[src/rtl/rpcf_pkg.sv]
`timescale 1ns / 1ps
// Shared constants for the rolling palette color fader.
// Depends on nothing; imported by every module of the block.
package rpcf_pkg;

    // 5:5:6 color layout
    localparam int COLOR_W   = 16;
    localparam int FIELD_A_W = 5;
    localparam int FIELD_B_W = 5;
    localparam int FIELD_C_W = 6;
    localparam int FIELD_A_LO = 11;
    localparam int FIELD_B_LO = 6;
    localparam int SPEED_W   = 6;
    localparam int MAXC_W    = 6;
    localparam int INDEX_W   = 5;

    // Palette sizing
    localparam int PALETTE_DEPTH_DEF = 32;
    localparam int PALETTE_PORT_SLOTS = 1 << INDEX_W;

    // Timers
    localparam int TIMER_W = 7;
    localparam int DELAY_W = 4;
    localparam logic [TIMER_W-1:0] SLOT_RELOAD      = 7'd120;
    localparam logic [TIMER_W-1:0] SLOT_TIMER_RESET = 7'd90;
    localparam logic [DELAY_W-1:0] FADE_RELOAD      = 4'd3;
    localparam logic [DELAY_W-1:0] FADE_DELAY_RESET = 4'd12;

    // Color reset values
    localparam logic [COLOR_W-1:0] TARGET_RESET  = 16'hF800;
    localparam logic [COLOR_W-1:0] CURRENT_RESET = 16'h0000;

    // Configuration defaults
    localparam logic [SPEED_W-1:0] STEP_SPEED_RESET = 6'd1;
    localparam logic [MAXC_W-1:0]  MAX_COLORS_RESET = 6'd20;

    // Request kinds
    localparam logic KIND_TICK  = 1'b0;
    localparam logic KIND_WRITE = 1'b1;

    // Register map (selected by paddr bit 2)
    localparam int  CFG_ADDR_W     = 3;
    localparam logic REG_STEP_SPEED = 1'b0;
    localparam logic REG_MAX_COLORS = 1'b1;

endpackage

[src/rtl/rpcf_fade_step.sv]
`timescale 1ns / 1ps
// One fade step: each 5:5:6 field of the current color moves toward the target.
// Depends on rpcf_pkg for the color layout.
module rpcf_fade_step
    import rpcf_pkg::*;
(
    input  logic [COLOR_W-1:0] cur_color,
    input  logic [COLOR_W-1:0] tgt_color,
    input  logic [SPEED_W-1:0] speed,
    output logic [COLOR_W-1:0] new_color
);

    // Move src toward dst by speed, stopping at dst
    function automatic logic [SPEED_W-1:0] step_field(
        input logic [SPEED_W-1:0] src,
        input logic [SPEED_W-1:0] dst,
        input logic [SPEED_W-1:0] spd
    );
        logic [SPEED_W-1:0] res;
        res = src;
        if (src < dst)
        begin
            res = ((dst - src) < spd) ? dst : src + spd;
        end
        else if (src > dst)
        begin
            res = ((src - dst) < spd) ? dst : src - spd;
        end
        return res;
    endfunction

    logic [SPEED_W-1:0] a_next;
    logic [SPEED_W-1:0] b_next;
    logic [SPEED_W-1:0] c_next;

    // Step the three fields independently
    always_comb
    begin
        a_next = step_field(SPEED_W'(cur_color[FIELD_A_LO +: FIELD_A_W]),
                            SPEED_W'(tgt_color[FIELD_A_LO +: FIELD_A_W]), speed);
        b_next = step_field(SPEED_W'(cur_color[FIELD_B_LO +: FIELD_B_W]),
                            SPEED_W'(tgt_color[FIELD_B_LO +: FIELD_B_W]), speed);
        c_next = step_field(SPEED_W'(cur_color[0 +: FIELD_C_W]),
                            SPEED_W'(tgt_color[0 +: FIELD_C_W]), speed);
    end

    assign new_color = {a_next[FIELD_A_W-1:0], b_next[FIELD_B_W-1:0], c_next[FIELD_C_W-1:0]};

endmodule

[src/rtl/rolling_palette_color_fader.sv]
`timescale 1ns / 1ps
// Top level of the rolling palette color fader: slot timer, palette, fade delay,
// result register with skid stage and APB configuration. Uses rpcf_pkg, rpcf_fade_step.
//
//  channel   handshake                 payload
//  input     in_valid / in_stall       kind, palette_index, palette_color
//  output    out_valid / out_stall     shown_color, color_written
//  config    APB psel/penable/pwrite   paddr[2:0], pwdata, prdata (2 registers)
//
// One request per clock while in_stall is low; each accepted request yields one result.
// The tick update (palette select, field step, counters) is one combinational pass
// from the state registers into the result register.
// rst_n loads the reset values of all block state and clears the palette to zero; no
// clearing pass is needed.
// A skid stage takes a result while the output is stalled; in_stall rises only
// when both the output and the skid register are full.
module rolling_palette_color_fader
    import rpcf_pkg::*;
#(
    parameter int PALETTE_DEPTH = PALETTE_DEPTH_DEF
)
(
    input  logic                  clk,
    input  logic                  rst_n,
    // request channel
    input  logic                  in_valid,
    output logic                  in_stall,
    input  logic                  kind,
    input  logic [INDEX_W-1:0]    palette_index,
    input  logic [COLOR_W-1:0]    palette_color,
    // result channel
    output logic                  out_valid,
    input  logic                  out_stall,
    output logic [COLOR_W-1:0]    shown_color,
    output logic                  color_written,
    // configuration
    input  logic                  psel,
    input  logic                  penable,
    input  logic                  pwrite,
    input  logic [CFG_ADDR_W-1:0] paddr,
    input  logic [31:0]           pwdata,
    output logic [31:0]           prdata,
    output logic                  pready
);

    localparam int SLOT_W  = (PALETTE_DEPTH > 1) ? $clog2(PALETTE_DEPTH) : 1;
    localparam int CMP_W   = (SLOT_W + 1 > MAXC_W) ? SLOT_W + 1 : MAXC_W;
    localparam int STORE_D = (PALETTE_DEPTH < PALETTE_PORT_SLOTS) ? PALETTE_DEPTH
                                                                 : PALETTE_PORT_SLOTS;

    // Configuration registers
    logic [SPEED_W-1:0] step_speed_reg;
    logic [MAXC_W-1:0]  max_colors_reg;

    // Block state
    logic [COLOR_W-1:0] current_color_reg, current_color_next;
    logic [COLOR_W-1:0] target_color_reg, target_color_next;
    logic [DELAY_W-1:0] fade_delay_reg, fade_delay_next;
    logic [TIMER_W-1:0] slot_timer_reg, slot_timer_next;
    logic [SLOT_W-1:0]  slot_number_reg, slot_number_next;
    logic [COLOR_W-1:0] palette_reg [STORE_D];

    // Result and skid registers
    logic               out_valid_reg;
    logic [COLOR_W-1:0] out_color_reg;
    logic               out_written_reg;
    logic               skid_valid_reg;
    logic [COLOR_W-1:0] skid_color_reg;
    logic               skid_written_reg;

    logic               in_take;
    logic               out_take;
    logic               written_next;
    logic [CMP_W-1:0]   slot_inc;
    logic               slot_wrap;
    logic [COLOR_W-1:0] slot_color;
    logic [COLOR_W-1:0] faded_color;
    logic               cfg_write;

    assign in_take  = in_valid && !in_stall;
    assign out_take = out_valid_reg && !out_stall;
    assign in_stall = skid_valid_reg;

    assign out_valid     = out_valid_reg;
    assign shown_color   = out_color_reg;
    assign color_written = out_written_reg;

    // Configuration access
    assign pready    = 1'b1;
    assign cfg_write = psel && penable && pwrite && pready;

    always_comb
    begin
        case (paddr[2])
            REG_STEP_SPEED: prdata = 32'(step_speed_reg);
            REG_MAX_COLORS: prdata = 32'(max_colors_reg);
            default:        prdata = '0;
        endcase
    end

    always_ff @(posedge clk or negedge rst_n)
    begin
        if (!rst_n)
        begin
            step_speed_reg <= STEP_SPEED_RESET;
            max_colors_reg <= MAX_COLORS_RESET;
        end
        else if (cfg_write)
        begin
            case (paddr[2])
                REG_STEP_SPEED: step_speed_reg <= pwdata[SPEED_W-1:0];
                REG_MAX_COLORS: max_colors_reg <= pwdata[MAXC_W-1:0];
                default:        ;
            endcase
        end
    end

    // Advance the slot with wrap at max_colors or the palette depth
    always_comb
    begin
        slot_inc  = CMP_W'(slot_number_reg) + CMP_W'(1);
        slot_wrap = (slot_inc >= CMP_W'(max_colors_reg)) ||
                    (slot_inc >= CMP_W'(PALETTE_DEPTH));
    end

    // Select the palette entry of the new slot; entries past the stored range read zero
    always_comb
    begin
        slot_color = '0;
        for (int i = 0; i < STORE_D; i++)
        begin
            if (slot_number_next == SLOT_W'(i))
            begin
                slot_color = palette_reg[i];
            end
        end
    end

    rpcf_fade_step u_fade_step (
        .cur_color (current_color_reg),
        .tgt_color (target_color_next),
        .speed     (step_speed_reg),
        .new_color (faded_color)
    );

    // Tick update: slot timer first, then fade delay
    always_comb
    begin
        slot_number_next   = slot_number_reg;
        slot_timer_next    = slot_timer_reg;
        target_color_next  = target_color_reg;
        fade_delay_next    = fade_delay_reg;
        current_color_next = current_color_reg;
        written_next       = 1'b0;
        if (kind == KIND_TICK)
        begin
            if (slot_timer_reg != '0)
            begin
                slot_timer_next = slot_timer_reg - TIMER_W'(1);
            end
            else
            begin
                slot_number_next  = slot_wrap ? '0 : slot_inc[SLOT_W-1:0];
                slot_timer_next   = SLOT_RELOAD;
                target_color_next = slot_color;
            end
            if (fade_delay_reg != '0)
            begin
                fade_delay_next = fade_delay_reg - DELAY_W'(1);
            end
            else
            begin
                current_color_next = faded_color;
                fade_delay_next    = FADE_RELOAD;
                written_next       = 1'b1;
            end
        end
    end

    // Hold state; update on an accepted request
    always_ff @(posedge clk or negedge rst_n)
    begin
        if (!rst_n)
        begin
            current_color_reg <= CURRENT_RESET;
            target_color_reg  <= TARGET_RESET;
            fade_delay_reg    <= FADE_DELAY_RESET;
            slot_timer_reg    <= SLOT_TIMER_RESET;
            slot_number_reg   <= '0;
        end
        else if (in_take)
        begin
            current_color_reg <= current_color_next;
            target_color_reg  <= target_color_next;
            fade_delay_reg    <= fade_delay_next;
            slot_timer_reg    <= slot_timer_next;
            slot_number_reg   <= slot_number_next;
        end
    end

    // Store a palette entry on a write request
    always_ff @(posedge clk or negedge rst_n)
    begin
        if (!rst_n)
        begin
            for (int i = 0; i < STORE_D; i++)
            begin
                palette_reg[i] <= '0;
            end
        end
        else if (in_take && kind == KIND_WRITE)
        begin
            for (int i = 0; i < STORE_D; i++)
            begin
                if (palette_index == INDEX_W'(i))
                begin
                    palette_reg[i] <= palette_color;
                end
            end
        end
    end

    // Result register with skid stage
    always_ff @(posedge clk or negedge rst_n)
    begin
        if (!rst_n)
        begin
            out_valid_reg  <= 1'b0;
            skid_valid_reg <= 1'b0;
        end
        else
        begin
            if (skid_valid_reg)
            begin
                if (out_take)
                begin
                    out_valid_reg  <= 1'b1;
                    skid_valid_reg <= 1'b0;
                end
            end
            else if (in_take)
            begin
                if (out_valid_reg && out_stall)
                begin
                    skid_valid_reg <= 1'b1;
                end
                else
                begin
                    out_valid_reg <= 1'b1;
                end
            end
            else if (out_take)
            begin
                out_valid_reg <= 1'b0;
            end
        end
    end

    always_ff @(posedge clk)
    begin
        if (skid_valid_reg)
        begin
            if (out_take)
            begin
                out_color_reg   <= skid_color_reg;
                out_written_reg <= skid_written_reg;
            end
        end
        else if (in_take)
        begin
            if (out_valid_reg && out_stall)
            begin
                skid_color_reg   <= current_color_next;
                skid_written_reg <= written_next;
            end
            else
            begin
                out_color_reg   <= current_color_next;
                out_written_reg <= written_next;
            end
        end
    end

endmodule
[config.mk]
export PLATFORM = sky130hd
export DESIGN_NAME = rolling_palette_color_fader
export DESIGN_NICKNAME = d
export VERILOG_FILES = /design/src/rtl/rpcf_pkg.sv /design/src/rtl/rpcf_fade_step.sv /design/src/rtl/rolling_palette_color_fader.sv
export SDC_FILE = /design/constraint.sdc
export NUM_CORES = 1
export LEC_CHECK = 0
export ABC_AREA = 1
export BUFFER_PORTS_ARGS = -buffer_cell sky130_fd_sc_hd__buf_2
export CAP_MARGIN = 20
export CORE_ASPECT_RATIO = 1.2
export CORE_MARGIN = 2
export CORE_UTILIZATION = 40
export DETAILED_ROUTE_END_ITERATION = 10
export GPL_TIMING_DRIVEN = 1
export PLACE_DENSITY = 0.66
export SLEW_MARGIN = 40
export SYNTH_ARGS = -nofsm -noshare
export SYNTH_HDL_FRONTEND = slang
export SYNTH_SLANG_ARGS = --single-unit
export TNS_END_PERCENT = 5
[constraint.sdc]
create_clock -name clk -period 7.7 [get_ports clk]
set_clock_uncertainty 0.1 [all_clocks]
set_input_delay 1.54 -clock clk [delete_from_list [all_inputs] [get_ports clk]]
set_output_delay 1.54 -clock clk [all_outputs]
set_load 0.02 [all_outputs]
==> metrics.txt <==
# TYPE chip_impl_metric gauge
chip_impl_metric{name="timing.reg2reg.setup_slack",unit="ns"} 0.53
chip_impl_metric{name="drc",unit=""} 0
chip_impl_metric{name="route.detailed.vias_per_inst",unit=""} 5.03
chip_impl_info{name="synthDominantAreaCellType",value="sky130_fd_sc_hd__dfrtp_1"} 1
chip_impl_info{name="critical_path_class",value="in -> reg"} 1
chip_impl_metric{name="maximum_clock_frequency",unit="MHz"} 138
chip_impl_metric{name="floorplan.die_area",unit="um^2"} 80100
chip_impl_metric{name="finalSetupViolations",unit=""} 0
chip_impl_info{name="worst_setup_path_start_kind",value="input pin"} 1
chip_impl_metric{name="global_route_wire_length_before_repair",unit="mm"} 135
chip_impl_metric{name="whs_path_depth",unit=""} 2
chip_impl_metric{name="leakage_power_total",unit="nW"} 17.1
chip_impl_metric{name="globalRouteTotalUtil",unit="%"} 20.9
chip_impl_metric{name="max-vdd-ir-drop",unit="mV"} 0.193
chip_impl_metric{name="fp-row-count",unit=""} 112
chip_impl_metric{name="timing.reg2reg.worst_path_depth",unit=""} 46
chip_impl_info{name="endpoint_kind",value="register"} 1
chip_impl_metric{name="port_buffers",unit=""} 60
chip_impl_metric{name="flip_flop_count_of_the_largest_register_after_layout",unit=""} 512
chip_impl_info{name="synth_most_common_cell",value="sky130_fd_sc_hd__nand2_1"} 1
chip_impl_metric{name="hold_ws",unit="ns"} 0.377
chip_impl_metric{name="share_of_final_layout_standard_cells_stronger_than_drive_strength_1",unit="%"} 14.5
chip_impl_metric{name="synth-seq-area-share",unit="%"} 49.5
chip_impl_metric{name="post-place-cells",unit=""} 4969
chip_impl_metric{name="firstDrtPassIters",unit=""} 5
chip_impl_metric{name="worstPathMaxFanout",unit=""} 11
chip_impl_metric{name="routabilityCongestion",unit=""} 0.863
chip_impl_metric{name="routed_wl",unit="mm"} 82.0
chip_impl_info{name="synth_top_flop_cell",value="sky130_fd_sc_hd__dfrtp_1"} 1
chip_impl_metric{name="syn_area_per_cell",unit="um^2"} 8.01
chip_impl_metric{name="htree_levels",unit=""} 3
chip_impl_metric{name="layout.nets",unit=""} 4185
chip_impl_info{name="synth.cells.most_frequent",value="sky130_fd_sc_hd__nand2_1, sky130_fd_sc_hd__o21ai_0, sky130_fd_sc_hd__dfrtp_1, sky130_fd_sc_hd__inv_1, sky130_fd_sc_hd__clkbuf_1"} 1
chip_impl_metric{name="yosysTopAreaCellShare",unit="%"} 45.0
chip_impl_info{name="clockRootBuffer",value="sky130_fd_sc_hd__clkbuf_16"} 1
chip_impl_info{name="ys_top_cells_by_area",value="sky130_fd_sc_hd__dfrtp_1, sky130_fd_sc_hd__nand2_1, sky130_fd_sc_hd__o21ai_0"} 1
chip_impl_metric{name="cts_buffer_depth",unit=""} 3
chip_impl_metric{name="cts_inserted_buffers",unit=""} 67
chip_impl_metric{name="max_slew_margin",unit="%"} 50.4
chip_impl_metric{name="slowest_delay",unit="ns"} 0.34
chip_impl_metric{name="dieWidth",unit="um"} 259
chip_impl_metric{name="synth_edf_count",unit=""} 34
chip_impl_metric{name="postCtsHoldBufs",unit=""} 0
chip_impl_metric{name="fin_ws",unit="ns"} 0.475
chip_impl_metric{name="power_density",unit="nW/um^2"} 342
chip_impl_metric{name="max_cap_violations",unit=""} 0
chip_impl_metric{name="top_level_ports",unit=""} 116
chip_impl_metric{name="dr.first_iter.drc_count",unit=""} 2060
chip_impl_metric{name="number_of_cells_produced_by_synthesis",unit=""} 3887
chip_impl_metric{name="gr-total-overflow",unit=""} 0
chip_impl_metric{name="period_share",unit="%"} 93.8
chip_impl_info{name="rsz0062_at_grt",value="false"} 1
chip_impl_metric{name="clkSinkCount",unit=""} 608
chip_impl_metric{name="dieHeight",unit="um"} 310
chip_impl_metric{name="routed-via-count",unit=""} 25632
chip_impl_info{name="most_prevalent_standard_cell_on_the_critical_path",value="sky130_fd_sc_hd__nand2_1"} 1
chip_impl_metric{name="fin_setup_tns",unit="ns"} 0
chip_impl_metric{name="wl_per_cell",unit="um"} 16.1
chip_impl_metric{name="antenna_violations_before_repair",unit=""} 0
chip_impl_metric{name="synth_cell_type_count",unit=""} 51
chip_impl_info{name="hp-class",value="reg -> reg"} 1
chip_impl_info{name="worst_path_max_delay_cell",value="sky130_fd_sc_hd__ha_1"} 1
chip_impl_metric{name="grt_pass1_vias",unit=""} 24646
chip_impl_metric{name="postSynthRegisterBits",unit=""} 608
chip_impl_metric{name="async_flop_share",unit="%"} 94.4
chip_impl_metric{name="slew_viol_final",unit=""} 0
chip_impl_metric{name="design.core.area",unit="um^2"} 77400
chip_impl_metric{name="placement.setup.worst_slack",unit="ns"} -0.251
chip_impl_metric{name="synth-warning-count",unit=""} 0
chip_impl_metric{name="p_total",unit="mW"} 12.3
chip_impl_metric{name="start_util",unit="%"} 40.2
chip_impl_metric{name="final_cell_count_no_fill",unit=""} 5095
chip_impl_metric{name="layout_min_cycle_time",unit="ns"} 7.23
chip_impl_metric{name="max_slew.worst_pin.slew",unit="ns"} 0.745
chip_impl_metric{name="detailed_place_hpwl",unit="mm"} 56.8
chip_impl_info{name="tritoncts_clock_tree",value="yes"} 1
chip_impl_metric{name="insertion_delay_to_the_later_sink_of_the_worst_skew_pair",unit="ns"} 0.64
chip_impl_info{name="run_status",value="finished clean"} 1
chip_impl_metric{name="layout.filler_cells",unit=""} 7646
chip_impl_metric{name="worst_setup_hold_path_clk_slew",unit="ns"} 0.06
chip_impl_metric{name="worst-endpoint-required",unit="ns"} 7.97
chip_impl_metric{name="grt_start_max_net_pins",unit=""} 135
chip_impl_metric{name="ant_nets",unit=""} 0
chip_impl_metric{name="cp_data_arrival_time",unit="ns"} 7.50
chip_impl_metric{name="layout-area-overhead-vs-synth",unit="%"} 15.8
chip_impl_metric{name="timing.final.hold_violations",unit=""} 0
chip_impl_metric{name="synthesis.area",unit="um^2"} 31100
-- metrics by stage --
step / utilization (%) / cell area (um^2)
floorplan: - / 31200
global placement: 43.3 / 33500
detailed placement: 43.5 / 33700
CTS: 46.5 / 36000
global route: 46.6 / 36100
finish: 46.6 / 36100
-- final timing paths --
path                                                  to                            from
setup / recovery                shown_color[6]$_DFFE_PP_                            kind
setup reg to reg                shown_color[6]$_DFFE_PP_  slot_number_reg[0]$_DFFE_PN0P_
hold reg to reg             palette_reg[175]$_DFFE_PN0P_    palette_reg[175]$_DFFE_PN0P_
max in group asynchronous  step_speed_reg[0]$_DFFE_PN1P_                           rst_n
hold / removal              palette_reg[175]$_DFFE_PN0P_    palette_reg[175]$_DFFE_PN0P_
min in group asynchronous   palette_reg[260]$_DFFE_PN0P_                           rst_n
-- critical path, delay by kind of cell --
| kind | cells | cell delay (ns) |
|---|---|---|
| AOI/OAI and AO/OA | 5 | 0.93 |
| adders and majority gates | 2 | 0.63 |
| and+or+nand+nor | 27 | 3.59 |
| buffers and inverters | 7 | 0.78 |
-- metal layers --
layer  global-route usage [%]  share of wire (%)  vias up
met3                     2.84                4.4      115
li1                         -                  -    12781
met4                     6.49                2.5        0
met5                        0                  0        -
met1                     28.2                 46    12218
met2                     34.8                 47      518
-- report_power, final --
group          internal, mW  total [mW]  switching [mW]
Clock                  1.92        3.34            1.42
Sequential             3.92        4.33           0.410
Combinational          1.88        4.65            2.76
Total                  7.72        12.3            4.59
-- cells in the final DEF, fill, tap and decap left out, drive strengths merged --
cell type	Yosys	routed
bufinv	0	5
nor3b	1	1
o21a	7	7
o21ai	628	628
nor4	1	1
fa	12	12
or3	3	3
nand4	96	96
inv	299	302
edfxtp	34	34
nand2	1290	1290
and2	5	5
o211ai	1	1
a21o	5	5
clkinvlp	0	4
diode	0	1
dfrtp	560	560
a21oi	192	192
buf	48	286
a221o	2	2
a221oi	4	4
ha	95	95
xnor2	6	6
xor2	38	38
a21boi	14	14
nand3	113	113
conb	2	27
o31ai	4	4
o22ai	2	2
or2	43	43
nor2	156	156
clkinv	1	23
o21bai	2	2
dfstp	14	14
clkbuf	205	89
and3	1	1
nor3	3	3
-- cells by family after synthesis --
group           Yosys count  synth area share (%)
xor+xnor                 44                  1.24
other cells               2                0.0241
simple gates           1712                  23.1
fa+ha+maj               107                  4.59
flops                   608                  49.5
compound gates          861                  14.3
buf+inv                 553                  7.21
-- layout make-up --
type / count / area, um^2 / area share (%)
Sequential cell: 608 / 15400 / 42.7
Clock inverter: 34 / 438 / 1.21
Antenna cell: 1 / 2.50 / 0.00694
Clock buffer: 89 / 1880 / 5.21
Multi-Input combinational cell: 2751 / 13700 / 38.1
Timing Repair Buffer: 286 / 2200 / 6.10
Inverter: 300 / 1130 / 3.13
Tap cell: 1026 / 1280 / 3.56
-- what timing repair did --
item	4_1_cts	5_1_grt
buffers inserted	0	2
resized for setup	0	19
endpoints found under the setup margin	0	44
endpoints found under the hold margin	0	0
Power figures use the tool's default switching activity.
